<file path="src/design/irc_pkg.sv">
// shared types, constants and the digit alphabet for the integer radix converter
package irc_pkg;

  // base registers and their limits
  localparam int BASE_W = 7;
  localparam int REM_W  = 6;
  localparam logic [BASE_W-1:0] BASE_MIN     = 7'd2;
  localparam logic [BASE_W-1:0] BASE_MAX     = 7'd64;
  localparam logic [BASE_W-1:0] BASE_DEC     = 7'd10;
  localparam logic [BASE_W-1:0] BASE_SYM_MIN = 7'd11;
  localparam logic [BASE_W-1:0] BASE_RESET   = 7'd10;

  // configuration register indexes
  localparam int CFG_IDX_W = 2;
  localparam logic [CFG_IDX_W-1:0] REG_SOURCE_BASE = 2'd0;
  localparam logic [CFG_IDX_W-1:0] REG_TARGET_BASE = 2'd1;

  // ascii code points of the alphabet segments
  localparam int SYM_W = 7;
  localparam logic [SYM_W-1:0] CH_ZERO    = 7'd48;
  localparam logic [SYM_W-1:0] CH_UPPER_A = 7'd65;
  localparam logic [SYM_W-1:0] CH_LOWER_A = 7'd97;
  localparam logic [SYM_W-1:0] CH_PLUS    = 7'd43;
  localparam logic [SYM_W-1:0] CH_SLASH   = 7'd47;
  localparam logic [REM_W-1:0] DIG_UPPER  = 6'd10;
  localparam logic [REM_W-1:0] DIG_LOWER  = 6'd36;
  localparam logic [REM_W-1:0] DIG_PLUS   = 6'd62;

  // command queue between front and back (depth is a power of two)
  localparam int QDEPTH = 2;
  localparam int QPTR_W = $clog2(QDEPTH);
  localparam int QCNT_W = $clog2(QDEPTH + 1);

  // classified command carried with each number
  typedef struct packed {
    logic                reint;
    logic [BASE_W-1:0]   div_base;
    logic [BASE_W-1:0]   mul_base;
  } cmd_t;

  // back end sequencer states
  typedef enum logic [2:0] {
    B_IDLE,
    B_DIV,
    B_DIGIT,
    B_MUL,
    B_ACC,
    B_EMIT,
    B_RESULT
  } back_state_t;

  // clamp a base register into 2..64
  function automatic logic [BASE_W-1:0] clamp_base(input logic [BASE_W-1:0] b);
    logic [BASE_W-1:0] c;
    if (b < BASE_MIN) begin
      c = BASE_MIN;
    end else if (b > BASE_MAX) begin
      c = BASE_MAX;
    end else begin
      c = b;
    end
    return c;
  endfunction

  // character of a digit 0..63: 0-9, A-Z, a-z, +, /
  function automatic logic [SYM_W-1:0] glyph(input logic [REM_W-1:0] d);
    logic [SYM_W-1:0] dx;
    logic [SYM_W-1:0] c;
    dx = {1'b0, d};
    if (d < DIG_UPPER) begin
      c = CH_ZERO + dx;
    end else if (d < DIG_LOWER) begin
      c = CH_UPPER_A + dx - {1'b0, DIG_UPPER};
    end else if (d < DIG_PLUS) begin
      c = CH_LOWER_A + dx - {1'b0, DIG_LOWER};
    end else if (d == DIG_PLUS) begin
      c = CH_PLUS;
    end else begin
      c = CH_SLASH;
    end
    return c;
  endfunction

endpackage

</file>
<file path="src/design/irc_front.sv">
// front end: base registers, item intake and mode classification
module irc_front import irc_pkg::*; #(
  parameter int NUMBER_WIDTH = 31
) (
  input  logic                    clk,
  input  logic                    rst,
  input  logic                    start,
  input  logic [NUMBER_WIDTH-1:0] number,
  output logic                    busy,
  input  logic                    cfg_valid,
  output logic                    cfg_ready,
  input  logic [CFG_IDX_W-1:0]    cfg_index,
  input  logic [BASE_W-1:0]       cfg_data,
  input  logic                    q_full,
  output logic                    push,
  output cmd_t                    push_cmd,
  output logic [NUMBER_WIDTH-1:0] push_number
);

  logic [BASE_W-1:0] source_base;
  logic [BASE_W-1:0] target_base;
  logic [BASE_W-1:0] sb_eff;
  logic [BASE_W-1:0] tb_eff;
  logic              reint;

  // configuration writes, unknown indexes dropped
  assign cfg_ready = 1'b1;

  always_ff @(posedge clk) begin
    if (rst) begin
      source_base <= BASE_RESET;
      target_base <= BASE_RESET;
    end else if (cfg_valid && cfg_ready) begin
      case (cfg_index)
        REG_SOURCE_BASE: source_base <= cfg_data;
        REG_TARGET_BASE: target_base <= cfg_data;
        default: ;
      endcase
    end
  end

  // classify: decimal digits reread in the source base, or digit conversion
  always_comb begin
    sb_eff = clamp_base(source_base);
    tb_eff = clamp_base(target_base);
    reint  = (sb_eff != BASE_DEC) && (tb_eff == BASE_DEC);
    push_cmd.reint    = reint;
    push_cmd.div_base = reint ? BASE_DEC : tb_eff;
    push_cmd.mul_base = sb_eff;
  end

  // intake beat
  assign busy        = q_full;
  assign push        = start && !q_full;
  assign push_number = number;

endmodule

</file>
<file path="src/design/irc_queue.sv">
// short command queue between front and back
module irc_queue import irc_pkg::*; #(
  parameter int WIDTH = 46
) (
  input  logic             clk,
  input  logic             rst,
  input  logic             push,
  input  logic [WIDTH-1:0] push_data,
  input  logic             pop,
  output logic             full,
  output logic             valid,
  output logic [WIDTH-1:0] head
);

  logic [WIDTH-1:0]  slots [QDEPTH];
  logic [QPTR_W-1:0] wr_ptr;
  logic [QPTR_W-1:0] rd_ptr;
  logic [QCNT_W-1:0] fill;
  logic              do_push;
  logic              do_pop;

  assign full    = (fill == QCNT_W'(QDEPTH));
  assign valid   = (fill != '0);
  assign head    = slots[rd_ptr];
  assign do_push = push && !full;
  assign do_pop  = pop && valid;

  // pointers and fill level
  always_ff @(posedge clk) begin
    if (rst) begin
      wr_ptr <= '0;
      rd_ptr <= '0;
      fill   <= '0;
    end else begin
      if (do_push) begin
        wr_ptr <= wr_ptr + 1'b1;
      end
      if (do_pop) begin
        rd_ptr <= rd_ptr + 1'b1;
      end
      case ({do_push, do_pop})
        2'b10:   fill <= fill + 1'b1;
        2'b01:   fill <= fill - 1'b1;
        default: fill <= fill;
      endcase
    end
  end

  // entry storage
  always_ff @(posedge clk) begin
    if (do_push) begin
      slots[wr_ptr] <= push_data;
    end
  end

endmodule

</file>
<file path="src/design/irc_back.sv">
// back end: shared bit-serial divider, digit stack, reread accumulator, result beats
module irc_back import irc_pkg::*; #(
  parameter int NUMBER_WIDTH = 31,
  parameter int MAX_DIGITS   = 31
) (
  input  logic                    clk,
  input  logic                    rst,
  input  logic                    q_valid,
  input  logic [NUMBER_WIDTH-1:0] q_number,
  input  cmd_t                    q_cmd,
  output logic                    q_pop,
  output logic                    result_valid,
  output logic [NUMBER_WIDTH-1:0] digit_value,
  output logic [SYM_W-1:0]        symbol,
  output logic                    is_symbol,
  output logic                    overflow,
  output logic                    last
);

  localparam int NW   = NUMBER_WIDTH;
  localparam int PRW  = NW + 4;
  localparam int SUMW = NW + 5;
  localparam int PNW  = NW + BASE_W;
  localparam int DCW  = $clog2(NW);
  localparam int CW   = $clog2(MAX_DIGITS + 1);
  localparam int IW   = $clog2(MAX_DIGITS);

  back_state_t state, state_next;

  logic [NW-1:0]     n;
  logic [REM_W-1:0]  r;
  logic [DCW-1:0]    bcnt;
  logic [BASE_W-1:0] divisor;
  logic [BASE_W-1:0] mul_base;
  logic              reint;
  logic [CW-1:0]     count;
  logic [CW-1:0]     emit_idx;
  logic [NW-1:0]     acc;
  logic [NW-1:0]     pw;
  logic              pw_big;
  logic              ovf;
  logic [3:0]        dig;
  logic [PRW-1:0]    prod;
  logic [PNW-1:0]    pwn;
  logic [REM_W-1:0]  stack [MAX_DIGITS];

  logic [BASE_W-1:0] div_try;
  logic [BASE_W-1:0] div_sub;
  logic              div_ge;
  logic [REM_W-1:0]  r_step;
  logic [NW-1:0]     n_step;
  logic [SUMW-1:0]   sum;
  logic              sum_over;
  logic              pwn_over;
  logic              ovf_now;
  logic [CW-1:0]     count_inc;
  logic              conv_done;

  // one restoring divide step per cycle
  always_comb begin
    div_try = {r, n[NW-1]};
    div_ge  = (div_try >= divisor);
    div_sub = div_try - divisor;
    r_step  = div_ge ? div_sub[REM_W-1:0] : div_try[REM_W-1:0];
    n_step  = {n[NW-2:0], div_ge};
  end

  // accumulate and power checks for the reread mode
  always_comb begin
    sum       = SUMW'(acc) + SUMW'(prod);
    sum_over  = (sum[SUMW-1:NW] != '0);
    pwn_over  = (pwn[PNW-1:NW] != '0);
    ovf_now   = (dig != 4'd0) && (pw_big || sum_over);
    count_inc = count + CW'(1);
    conv_done = (n == '0) || (count_inc == CW'(MAX_DIGITS));
  end

  // sequencer state
  always_ff @(posedge clk) begin
    if (rst) begin
      state <= B_IDLE;
    end else begin
      state <= state_next;
    end
  end

  // next state and queue pop
  always_comb begin
    state_next = state;
    q_pop      = 1'b0;
    case (state)
      B_IDLE: begin
        if (q_valid) begin
          q_pop = 1'b1;
          if (q_cmd.reint && (q_number == '0)) begin
            state_next = B_RESULT;
          end else begin
            state_next = B_DIV;
          end
        end
      end
      B_DIV: begin
        if (bcnt == '0) begin
          state_next = B_DIGIT;
        end
      end
      B_DIGIT: begin
        if (reint) begin
          state_next = B_MUL;
        end else if (conv_done) begin
          state_next = B_EMIT;
        end else begin
          state_next = B_DIV;
        end
      end
      B_MUL: state_next = B_ACC;
      B_ACC: begin
        if (ovf_now || (n == '0)) begin
          state_next = B_RESULT;
        end else begin
          state_next = B_DIV;
        end
      end
      B_EMIT: begin
        if (emit_idx == '0) begin
          state_next = B_IDLE;
        end
      end
      B_RESULT: state_next = B_IDLE;
      default:  state_next = B_IDLE;
    endcase
  end

  // digit count and emit index
  always_ff @(posedge clk) begin
    if (rst) begin
      count    <= '0;
      emit_idx <= '0;
    end else begin
      case (state)
        B_IDLE: begin
          if (q_valid) begin
            count <= '0;
          end
        end
        B_DIGIT: begin
          if (!reint) begin
            count    <= count_inc;
            emit_idx <= count;
          end
        end
        B_EMIT: emit_idx <= emit_idx - CW'(1);
        default: ;
      endcase
    end
  end

  // divider, accumulator and power registers
  always_ff @(posedge clk) begin
    case (state)
      B_IDLE: begin
        if (q_valid) begin
          n        <= q_number;
          r        <= '0;
          bcnt     <= DCW'(NW - 1);
          divisor  <= q_cmd.div_base;
          mul_base <= q_cmd.mul_base;
          reint    <= q_cmd.reint;
          acc      <= '0;
          pw       <= NW'(1);
          pw_big   <= 1'b0;
          ovf      <= 1'b0;
        end
      end
      B_DIV: begin
        n    <= n_step;
        r    <= r_step;
        bcnt <= bcnt - DCW'(1);
      end
      B_DIGIT: begin
        dig  <= r[3:0];
        r    <= '0;
        bcnt <= DCW'(NW - 1);
      end
      B_MUL: begin
        prod <= PRW'(dig) * PRW'(pw);
        pwn  <= PNW'(pw) * PNW'(mul_base);
      end
      B_ACC: begin
        ovf <= ovf_now;
        if ((dig != 4'd0) && !ovf_now) begin
          acc <= sum[NW-1:0];
        end
        if (!pw_big) begin
          if (pwn_over) begin
            pw_big <= 1'b1;
          end else begin
            pw <= pwn[NW-1:0];
          end
        end
      end
      default: ;
    endcase
  end

  // digit stack, least significant digit first
  always_ff @(posedge clk) begin
    if ((state == B_DIGIT) && !reint) begin
      stack[count[IW-1:0]] <= r;
    end
  end

  // result beat strobe
  always_ff @(posedge clk) begin
    if (rst) begin
      result_valid <= 1'b0;
    end else begin
      result_valid <= (state == B_EMIT) || (state == B_RESULT);
    end
  end

  // result beat payload, digits read back most significant first
  always_ff @(posedge clk) begin
    if (state == B_EMIT) begin
      digit_value <= NW'(stack[emit_idx[IW-1:0]]);
      is_symbol   <= (divisor >= BASE_SYM_MIN);
      symbol      <= (divisor >= BASE_SYM_MIN) ? glyph(stack[emit_idx[IW-1:0]]) : '0;
      overflow    <= 1'b0;
      last        <= (emit_idx == '0);
    end else if (state == B_RESULT) begin
      digit_value <= ovf ? '1 : acc;
      is_symbol   <= 1'b0;
      symbol      <= '0;
      overflow    <= ovf;
      last        <= 1'b1;
    end
  end

endmodule

</file>
<file path="src/design/integer_radix_conversion_top.sv">
// integer radix converter top level: front, command queue and back end
//
//  channel   signals                                   handshake
//  input     start, busy, number                       taken when start and not busy
//  config    cfg_valid, cfg_ready, cfg_index, cfg_data taken when valid and ready
//  result    result_valid, digit_value, symbol,        one beat per cycle with strobe
//            is_symbol, overflow, last
//
// digit conversion: the shared bit-serial divider produces each output digit,
// then the result beats are read from the digit stack.
// decimal reread: each decimal digit of the input goes through the shared
// divider (divide by ten, multiply, accumulate), then one result beat.
// the two-entry command queue takes items while the back end is working.
// synchronous reset clears the bases to ten and empties the queue.
// results cannot be held off; busy rises only when the queue is full.
module integer_radix_conversion_top import irc_pkg::*; #(
  parameter int NUMBER_WIDTH = 31,
  parameter int MAX_DIGITS   = 31
) (
  input  logic                    clk,
  input  logic                    rst,
  input  logic                    start,
  output logic                    busy,
  input  logic [NUMBER_WIDTH-1:0] number,
  input  logic                    cfg_valid,
  output logic                    cfg_ready,
  input  logic [CFG_IDX_W-1:0]    cfg_index,
  input  logic [BASE_W-1:0]       cfg_data,
  output logic                    result_valid,
  output logic [NUMBER_WIDTH-1:0] digit_value,
  output logic [SYM_W-1:0]        symbol,
  output logic                    is_symbol,
  output logic                    overflow,
  output logic                    last
);

  localparam int CMDW = $bits(cmd_t);
  localparam int QW   = NUMBER_WIDTH + CMDW;

  logic                    q_full;
  logic                    q_valid;
  logic                    push;
  logic                    pop;
  cmd_t                    push_cmd;
  logic [NUMBER_WIDTH-1:0] push_number;
  logic [QW-1:0]           q_head;
  cmd_t                    q_cmd;
  logic [NUMBER_WIDTH-1:0] q_number;

  // intake and classification
  irc_front #(
    .NUMBER_WIDTH(NUMBER_WIDTH)
  ) u_front (
    .clk        (clk),
    .rst        (rst),
    .start      (start),
    .number     (number),
    .busy       (busy),
    .cfg_valid  (cfg_valid),
    .cfg_ready  (cfg_ready),
    .cfg_index  (cfg_index),
    .cfg_data   (cfg_data),
    .q_full     (q_full),
    .push       (push),
    .push_cmd   (push_cmd),
    .push_number(push_number)
  );

  // command queue
  irc_queue #(
    .WIDTH(QW)
  ) u_queue (
    .clk      (clk),
    .rst      (rst),
    .push     (push),
    .push_data({push_number, push_cmd}),
    .pop      (pop),
    .full     (q_full),
    .valid    (q_valid),
    .head     (q_head)
  );

  assign q_number = q_head[QW-1:CMDW];
  assign q_cmd    = cmd_t'(q_head[CMDW-1:0]);

  // conversion engine
  irc_back #(
    .NUMBER_WIDTH(NUMBER_WIDTH),
    .MAX_DIGITS  (MAX_DIGITS)
  ) u_back (
    .clk         (clk),
    .rst         (rst),
    .q_valid     (q_valid),
    .q_number    (q_number),
    .q_cmd       (q_cmd),
    .q_pop       (pop),
    .result_valid(result_valid),
    .digit_value (digit_value),
    .symbol      (symbol),
    .is_symbol   (is_symbol),
    .overflow    (overflow),
    .last        (last)
  );

endmodule
</file>
<file path="config.mk">
export PLATFORM = sky130hd
export DESIGN_NAME = integer_radix_conversion_top
export DESIGN_NICKNAME = d
export VERILOG_FILES = /design/src/design/irc_pkg.sv /design/src/design/irc_front.sv /design/src/design/irc_queue.sv /design/src/design/irc_back.sv /design/src/design/integer_radix_conversion_top.sv
export SDC_FILE = /design/constraint.sdc
export NUM_CORES = 1
export LEC_CHECK = 0
export ABC_AREA = 1
export BUFFER_PORTS_ARGS = -buffer_cell sky130_fd_sc_hd__buf_4
export CORE_MARGIN = 5
export CORE_UTILIZATION = 48
export DETAILED_ROUTE_END_ITERATION = 6
export PLACE_DENSITY_LB_ADDON = 0.15
export SETUP_SLACK_MARGIN = 0.15
export SLEW_MARGIN = 10
export SYNTH_ARGS = -nofsm -noshare
export SYNTH_HDL_FRONTEND = slang
export SYNTH_SLANG_ARGS = --single-unit
</file>
<file path="constraint.sdc">
create_clock -name clk -period 6.3 [get_ports clk]
set_input_delay 0.945 -clock clk [delete_from_list [all_inputs] [get_ports clk]]
set_output_delay 0.945 -clock clk [all_outputs]
set_load 0.005 [all_outputs]
</file>
==> run_results.csv <==
group,metric,value,unit
synthesis,yosysSeqAreaShare,46.3,%
global_routing,grt_use_met3,2.63,%
clock_tree,postCtsSetupBuffers,0,
setup_path,arrival,5.97,ns
synthesis,synthFlopType,"edfxtp_1",
floorplanning,design.core.area,71500,µm²
finish,diodes,0,
clock_tree,clk_latency,0.63,ns
sta,slew_headroom,19.8,%
floorplanning,dieArea,77600,µm²
floorplanning,die_height,278,µm
clock_tree,cts_tree,"done",
sta,fin_skew,0.0188,ns
setup_path,crit_family,"adder cells",
detailed_routing,viasPerCell,5.12,
detailed_routing,firstDrtPassIters,5,
setup_path,path_max_fanout,23,
floorplanning,fp.dieW,278,µm
synthesis,syn_nets,4068,
detailed_routing,vias,24100,
place,dp_hpwl,54.8,mm
clock_tree,numCtsBuffers,61,
setup_path,cpMaxStageDelayCell,"edfxtp_1",
finish,syn2layout_area_growth,10.2,%
clock_tree,hold_buffers,0,
detailed_routing,wl_per_cell,16.4,µm
floorplanning,start_util,48.4,%
synthesis,avgSynthCellArea,9.42,µm²
global_routing,grt-busiest-layer,"met2",
global_routing,grt_start_max_net_pins,59,
detailed_routing,wl,77.2,mm
sta,hold_viol,0,
synthesis,syn_area,34600,µm²
synthesis,post_synth_num_cell_types,61,
floorplanning,rows,98,
clock_tree,cts_resized,0,
clock_tree,cts-root-buf,"clkbuf_16",
setup_path,max_stage_delay,0.76,ns
global_routing,antenna_found_initial,0,
place,place_congestion,0.851,
setup_path,end_kind,"register",
clock_tree,path_clk_slew,0.06,ns
sta,holdWs,0.458,ns
sta,fin_crit_sh,88.9,%
clock_tree,htreeDepth,2,
place,numPortBuffers,86,
sta,rsz0062_at_grt,"false",
setup_path,critical_path_required,6.66,ns
detailed_routing,drt_iter0_drc,1602,
global_routing,grt_pass1_wl,129,mm
sta,timing.setup.tns,0,ns
floorplanning,design.portCount,88,
detailed_routing,route.detailed.drc,0,
worst_hold_path,hold_class,"register to register",
sta,slew_viol_final,0,
clock_tree,clkSinkCount,555,
sta,tightest_slew,1.20,ns
setup_path,start_kind,"register",
sta,setup_viol,0,
global_routing,use_met1,30.0,%
global_routing,use_met2,31.8,%
synthesis,async_flop_share,0,%
synthesis,syn_inst,3672,
global_routing,gr-usage-all-layers,20.1,%
synthesis,yosys_warnings,0,
synthesis,ys_ff_latch,555,
detailed_routing,postRouteAntennaNets,0,
setup_path,critical_path_class,"register to register",
finish,final_common_cell,"nand2_1",
finish,drive_above_1_share,7.91,%
finish,final_cell_mix,"825 x nand2_1, 618 x inv_1, 491 x edfxtp_1, 288 x nor2_1, 209 x a21oi_1",
sta,layout_min_cycle_time,5.60,ns
global_routing,grt_pass1_vias,24200,
clock_tree,cts_max_path_buffers,3,
outcome,status,"finished clean",
sta,fmax,178,MHz
flow_run,max_cap_violations,0,
synthesis,synth_edf_count,491,
finish,nNetsFinal,4112,
global_routing,gr-total-overflow,0,
setup_path,crit_chain,"nand2_1 > inv_1 > fa_1 > inv_1 > fa_1 > inv_1 > fa_1 > inv_1 > fa_1 > inv_1 > ha_1 > a21oi_1 > o21ai_0 > a21oi_1 > a21boi_0 > o21ai_1 > a21oi_1 > o21ai_1 > xor2_1",
setup_path,cpMostUsedCell,"inv_1",
setup_path,worst-path-buf-inv,5,
routing by layer:
layer  vias up  part of all wire (%)
li1      12000                     -
met1     11500                    48
met2       537                    45
met3        77                   5.5
met4         0                   1.8
met5         -                     0
cell usage after synthesis, types with 5 or more instances:
cell type  count  area [µm²]
nand4_1        9        56.3
nand3_2        7        70.1
inv_2          6        22.5
o211ai_1      31         233
dfxtp_1       64        1280
o22ai_1       10        62.6
nor2_1       290        1090
inv_1        618        2320
fa_1         204        4080
mux2i_1       10         100
o21ai_0      185         926
buf_6         13         146
xnor2_1       22         193
edfxtp_1     491       14700
o21a_1         5        37.5
a21o_1        11        82.6
xor2_1        53         464
buf_2         17        85.1
buf_4         10        75.1
a21oi_1      210        1050
nand2_1      825        3100
clkbuf_1     103         387
o221ai_1      26         228
nor3_1        21         105
o21bai_1       8        60.1
o21ai_1       38         190
ha_1         148        1850
mux2_2        21         236
nor4_1        14        87.6
nand3_1      110         551
nand2_2       11        68.8
a31oi_1       24         150
logic make-up after synthesis:
kind of cell	share of synthesized area [%]
AO/OA/AOI/OAI	9.50
XOR/XNOR	1.90
adder cells (fa/ha/maj)	17.2
buffers and inverters	8.87
flip-flops	46.3
multiplexers	0.973
other	0.0108
AND/OR/NAND/NOR	15.3
final timing paths:
| path | startpoint | end | slack, ns | cells past startpoint |
|---|---|---|---|---|
| worst max-delay path | u_back.mul_base[2] | u_back.pwn[31] | 0.70 | 19 |
| worst min-delay path | u_queue.rd_ptr | register | 0.46 | 1 |
| worst max register to register | u_back.mul_base[2] | u_back.pwn[31] | 0.70 | 19 |
| worst min register to register | u_queue.rd_ptr | register | 0.46 | 1 |
state kept, by name, indices dropped and copies added (netlist names), 31 cells and up, named ones only:
name and flops:
u_back.stack 186, u_queue.slots 92, u_back.pwn 38, u_back.prod 35, u_back.acc 31, u_back.digit_value 31
u_back.n 31, u_back.pw 31
metrics by stage:
step                      utilization [%]  std cells  setup WS (ns)  cell area (µm²)
final                                53.3       4718          0.698            38100
after detailed placement             50.5       4603          0.788            36100
after CTS                            53.3       4718          0.733            38100
after global routing                 53.3       4718          0.381            38100
after global placement               50.5       4603          0.830            36100
after floorplan                         -       3672          0.183            34600
layout make-up:
type | instances | area (µm²)
Fill cell | 6560 | 33300
Multi-Input combinational cell | 2344 | 15600
Inverter | 626 | 2350
Clock inverter | 32 | 337
Sequential cell | 555 | 16000
Clock buffer | 83 | 1710
Timing Repair Buffer | 128 | 961
Tap cell | 950 | 1190
Power is left out: the tool's default activity adds up to more than one toggle a clock period on the data nets, which glitch-free logic cannot reach.
